<file path="src/sv/bsfd_pkg.sv">
// Shared constants, codes and control types of the bowed string synthesizer.
package bsfd_pkg;

  localparam int NODES       = 40;
  localparam int OUT_TAP     = 10;
  localparam int PLUCK_POS   = 30;
  localparam int TABLE_DEPTH = 256;

  localparam int DATA_W    = 32;
  localparam int RHO_W     = 28;
  localparam int COUNT_W   = 16;
  localparam int ELAPSED_W = 18;
  localparam int OUT_W     = 20;
  localparam int FRAC_W    = 28;
  localparam int DAMP_SH   = 13;
  localparam int OUT_SH    = 12;
  localparam int CFG_IDX_W = 2;

  localparam int NODE_AW  = $clog2(NODES);
  localparam int CNT_W    = $clog2(NODES + 1);
  localparam int TBL_AW   = $clog2(TABLE_DEPTH);
  localparam int TAP_NODE = OUT_TAP % NODES;
  localparam int PROD_W   = 2 * DATA_W + 1;

  typedef enum logic [1:0] {
    CMD_TICK   = 2'd0,
    CMD_NOTE   = 2'd1,
    CMD_TBL_WR = 2'd2
  } command_t;

  typedef enum logic [CFG_IDX_W-1:0] {
    REG_RISE_SAMPLES = 2'd0,
    REG_FALL_SAMPLES = 2'd1,
    REG_RISE_STEP    = 2'd2,
    REG_FALL_STEP    = 2'd3
  } reg_index_t;

  typedef enum logic [2:0] {
    S_IDLE,
    S_TRD,
    S_DMUL,
    S_DRV,
    S_WALK,
    S_DRAIN,
    S_OUT
  } state_t;

  typedef struct packed {
    logic             env_step;
    logic             note_load;
    logic             tbl_wr;
    logic             tbl_rd;
    logic             drv_mul;
    logic             drv_load;
    logic             rd_en;
    logic [CNT_W-1:0] rd_idx;
    logic             out_load;
  } ctrl_cmd_t;

  typedef struct packed {
    logic busy;
    logic out_free;
  } dp_stat_t;

endpackage

</file>
<file path="src/sv/bsfd_ctrl.sv">
// Sequencing controller: accepts beats and steps the datapath through one tick.
module bsfd_ctrl import bsfd_pkg::*; (
  input  logic       clk,
  input  logic       rst_n,
  input  logic       in_valid,
  input  logic [1:0] in_command,
  output logic       in_ready,
  input  dp_stat_t   st,
  output ctrl_cmd_t  cmd
);

  state_t           state_r, state_nxt;
  logic [CNT_W-1:0] cnt_r, cnt_nxt;
  logic             accept;

  assign in_ready = (state_r == S_IDLE);
  assign accept   = in_valid && in_ready;

  always_ff @(posedge clk) begin
    if (!rst_n) begin
      state_r <= S_IDLE;
      cnt_r   <= '0;
    end else begin
      state_r <= state_nxt;
      cnt_r   <= cnt_nxt;
    end
  end

  always_comb begin
    state_nxt = state_r;
    cnt_nxt   = cnt_r;
    unique case (state_r)
      S_IDLE: begin
        if (accept && in_command == CMD_TICK) begin
          state_nxt = S_TRD;
        end
      end
      S_TRD:  state_nxt = S_DMUL;
      S_DMUL: state_nxt = S_DRV;
      S_DRV: begin
        state_nxt = S_WALK;
        cnt_nxt   = '0;
      end
      S_WALK: begin
        if (cnt_r == CNT_W'(NODES)) begin
          state_nxt = S_DRAIN;
        end else begin
          cnt_nxt = cnt_r + 1'b1;
        end
      end
      S_DRAIN: begin
        if (!st.busy) begin
          state_nxt = S_OUT;
        end
      end
      S_OUT: begin
        if (st.out_free) begin
          state_nxt = S_IDLE;
        end
      end
      default: state_nxt = S_IDLE;
    endcase
  end

  always_comb begin
    cmd = '0;
    cmd.rd_idx = cnt_r;
    unique case (state_r)
      S_IDLE: begin
        cmd.env_step  = accept && (in_command == CMD_TICK);
        cmd.note_load = accept && (in_command == CMD_NOTE);
        cmd.tbl_wr    = accept && (in_command == CMD_TBL_WR);
      end
      S_TRD:   cmd.tbl_rd   = 1'b1;
      S_DMUL:  cmd.drv_mul  = 1'b1;
      S_DRV:   cmd.drv_load = 1'b1;
      S_WALK:  cmd.rd_en    = 1'b1;
      S_DRAIN: cmd.rd_en    = 1'b0;
      S_OUT:   cmd.out_load = st.out_free;
      default: cmd = '0;
    endcase
  end

endmodule

</file>
<file path="config.mk">
export PLATFORM = sky130hd
export DESIGN_NAME = bsfd_ctrl
export DESIGN_NICKNAME = d
export VERILOG_FILES = /design/src/sv/bsfd_pkg.sv /design/src/sv/bsfd_ctrl.sv
export SDC_FILE = /design/constraint.sdc
export NUM_CORES = 1
export LEC_CHECK = 0
export ABC_AREA = 0
export BUFFER_PORTS_ARGS = -buffer_cell sky130_fd_sc_hd__buf_2
export CORE_AREA = 2 2 39 41
export DETAILED_ROUTE_END_ITERATION = 12
export DIE_AREA = 0 0 41 43
export GPL_TIMING_DRIVEN = 1
export MAX_ROUTING_LAYER = met4
export PLACE_DENSITY_LB_ADDON = 0.08
export SYNTH_ARGS = -nofsm -noshare
export SYNTH_HDL_FRONTEND = slang
export SYNTH_SLANG_ARGS = --single-unit
</file>
<file path="constraint.sdc">
create_clock -name clk -period 2.14 [get_ports clk]
set_input_delay 0.428 -clock clk [delete_from_list [all_inputs] [get_ports clk]]
set_output_delay 0.428 -clock clk [all_outputs]
set_load 0.01 [all_outputs]
</file>
==> key figures <==
Place
  – Placed Area: 736 um^2
  – Post-DP HPWL: 1000 um
  – Placed insts: ~110
  – I/O Buffers: 21
  – Placer congestion estimate: ~0.81

Clock network
  – CTS Buffer Depth: 2
  – CTS tree: built
  – Worst-path clk slew: roughly 0.060 ns
  – Skew-Pair Late Insertion Delay: 0.26 ns
  – CTS sink cnt: 9
  – Htree depth: 1
  – Root Buffer: clkbuf_4
  – PostCTS Resize Cnt: 0
  – Post-CTS repair timing setup buffer count: 0
  – Post-cts hold buffer count: 0
  – Number of buffers created by CTS: 3

Synthesis
  – Post-synthesis sequential area ratio: 28.2%
  – Gate Count Post-Synth: 80
  – Synthesized area: around 640 um^2
  – Compound-Gate Fraction of Synth Area: 16.8%
  – Synth Warn #: 0
  – Synthesized-area fraction occupied by adder cells: 3.91%
  – Mean post-synth cell area: around 8.0 um^2
  – Synth Net Count: 89
  – Synth unique cells: 27
  – Largest family of logic cells by synthesized area: simple AND/OR/NAND/NOR gates
  – Mux cell area share after synthesis: under 10%
  – Flop and latch count out of synthesis: 9
  – Post-synthesis simple-gate area fraction: about 37%
  – Synth Area in XOR/XNOR: 0%

STA
  – Endpoints failing hold: 0
  – Number of max-slew violations in the final report: 0
  – RSZ-0062 raised after global routing: no
  – Worst clock skew: 0.000202 ns
  – Setup violators final: 0
  – Setup TNS: 0 ns
  – Worst-Margin Slew: 0.470 ns
  – Min Clock Period, post-route: around 1.9 ns
  – Headroom to the max-slew limit: 68.2%
  – FMAX: approximately 530 MHz
  – Fin crit share: 88.6%

Hold path
  – Worst Hold Class: primary input to flop
  – Min-delay src: st[1]

Worst setup path
  – Setup crit start: state_r[1]
  – Critical-path maximum fanout: 13
  – Reg-to-Reg Start: state_r[1]
  – Critical Path Source Type: flop
  – R2R setup slack: 0.45 ns
  – Arr. time, crit path: between 1 and 1.5 ns
  – Crit end category: output port
  – Worst Setup Path Type: flop to output port
  – WP data required: 1.71 ns

Final layout
  – Most frequent cells in the layout: 21 x buf_2, 10 x nand2_1, 9 x dfxtp_1
  – Area of the multi-input gates: 412 um^2
  – Nets@finish: 110
  – Register area: 180 um^2
  – Utilization after layout: between 50% and 60%
  – Post-Layout Inst Area: approximately 760 um^2
  – Final cell count without fillers: ~120
  – Area growth from synthesis to layout: 19.2%
  – Antenna Cells: 0
  – Most common cell after layout, fill and taps aside: buf_2
  – Fillers: 139
  – Share of cells above drive strength 1: 26.0%

Floorplanning
  – DIE HEIGHT: approximately 43 um
  – # rows: 14
  – Initial Util: between 40 and 50%
  – Die area: roughly 1800 um^2
  – Core area: 1380 um^2
  – I/O pins: 22
  – Die width: around 41 um

Power and ir drop
  – Leak Pwr: around 0.33 nW
  – Power per cell area: ~460 nW/um^2
  – Worst vdd ir: 0.000241 V

Detailed routing
  – Final WL: roughly 1300 um
  – DR vias/cell: 5.28
  – ANT nets after route: 0
  – 1st-iter DRT viols: 4
  – # DRC: 0
  – WL per Instance: 11.5 um
  – Routed vias: a little over 600
  – DR pass1 iterations: 4

Global route
  – Initial antenna violation count: 0
  – Largest net degree at the start of global routing: 14
  – All-Layer GR Usage: 20.0%
  – Vias in the first global route: 568
  – First-pass GRT wire length: 2340 um
  – Total grt overflow: 0

Run
  – # Max-Cap Violations: 0

Outcome
  – Status: finished clean
## cell type report
cell class	instances	area share, %
flip-flops and latches	9	23.6
clock buffers	4	3.45
multi-input cells	61	54.0
repair buffers	21	13.8
well taps	16	2.63
inverters	5	2.46
## metal layers
layer / share of wire, % / vias to the layer above / track usage [%] / wire, um
li1: - / 325 / - / -
met1: 52 / 265 / 26.6 / 689
met2: 40 / 18 / 27.5 / 540
met3: 6.7 / 4 / 4.71 / 89
met4: 1.3 / 0 / 10.0 / 18
met5: 0 / - / - / 0
## sequential cells by signal, summed over array words and instances (netlist names)
register  flops
cnt_r         6
state_r       3
## final timing paths
path	end	depth (start not counted)
min reg2reg	cnt_r[5]	2
min	state_r[1]	4
max reg2reg	cnt_r[5]	3
max	cmd[8]	3
## critical path: stages (launching register included)
cell,delay [ns]
dfxtp_1,0.53
nand3b_1,0.41
inv_1,0.13
buf_2,0.13
## through the flow
stage | power (mW) | hold slack [ns] | setup WS (ns)
final | 0.353 | 0.480 | 0.244
after global routing | 0.375 | 0.505 | 0.0492
after CTS | 0.358 | 0.479 | 0.236
after detailed placement | 0.222 | 0.494 | 0.444
after global placement | 0.221 | 0.498 | 0.442
after floorplan | 0.206 | 0.458 | 0.409
## where the power goes
group | leakage (nW) | switching (mW) | internal [mW] | total, mW
Sequential | 0.0727 | 0.00644 | 0.170 | 0.176
Combinational | 0.240 | 0.0222 | 0.0186 | 0.0408
Clock | 0.0150 | 0.0641 | 0.0721 | 0.136
Total | 0.327 | 0.0927 | 0.261 | 0.353
## kinds of logic after synthesis
| family | after synthesis |
|---|---|
| simple gates | 41 |
| compound gates | 14 |
| buf+inv | 10 |
| flops | 9 |
| mux | 4 |
| fa+ha+maj | 2 |
## cell usage after synthesis (all sizes together)
master | count | area, um^2
a2111oi | 1 | 27.5
a211o | 1 | 8.76
a21boi | 2 | 15.0
a21oi | 5 | 25.0
a31oi | 1 | 6.26
and2 | 8 | 50.1
and4 | 1 | 8.76
buf | 3 | 21.3
clkbuf | 2 | 7.51
dfxtp | 9 | 180
ha | 2 | 25.0
inv | 5 | 18.8
mux2i | 4 | 40.0
nand2 | 10 | 37.5
nand3 | 8 | 40.0
nand3b | 3 | 22.5
nand4bb | 1 | 11.3
nor2 | 1 | 3.75
nor3 | 3 | 15.0
nor3b | 3 | 22.5
nor4bb | 1 | 10.0
o211ai | 1 | 7.51
o21ai | 2 | 10.0
o31ai | 1 | 7.51
or3 | 1 | 6.26
or3b | 1 | 11.3
Note: power is estimated with default switching activity, not from simulation.
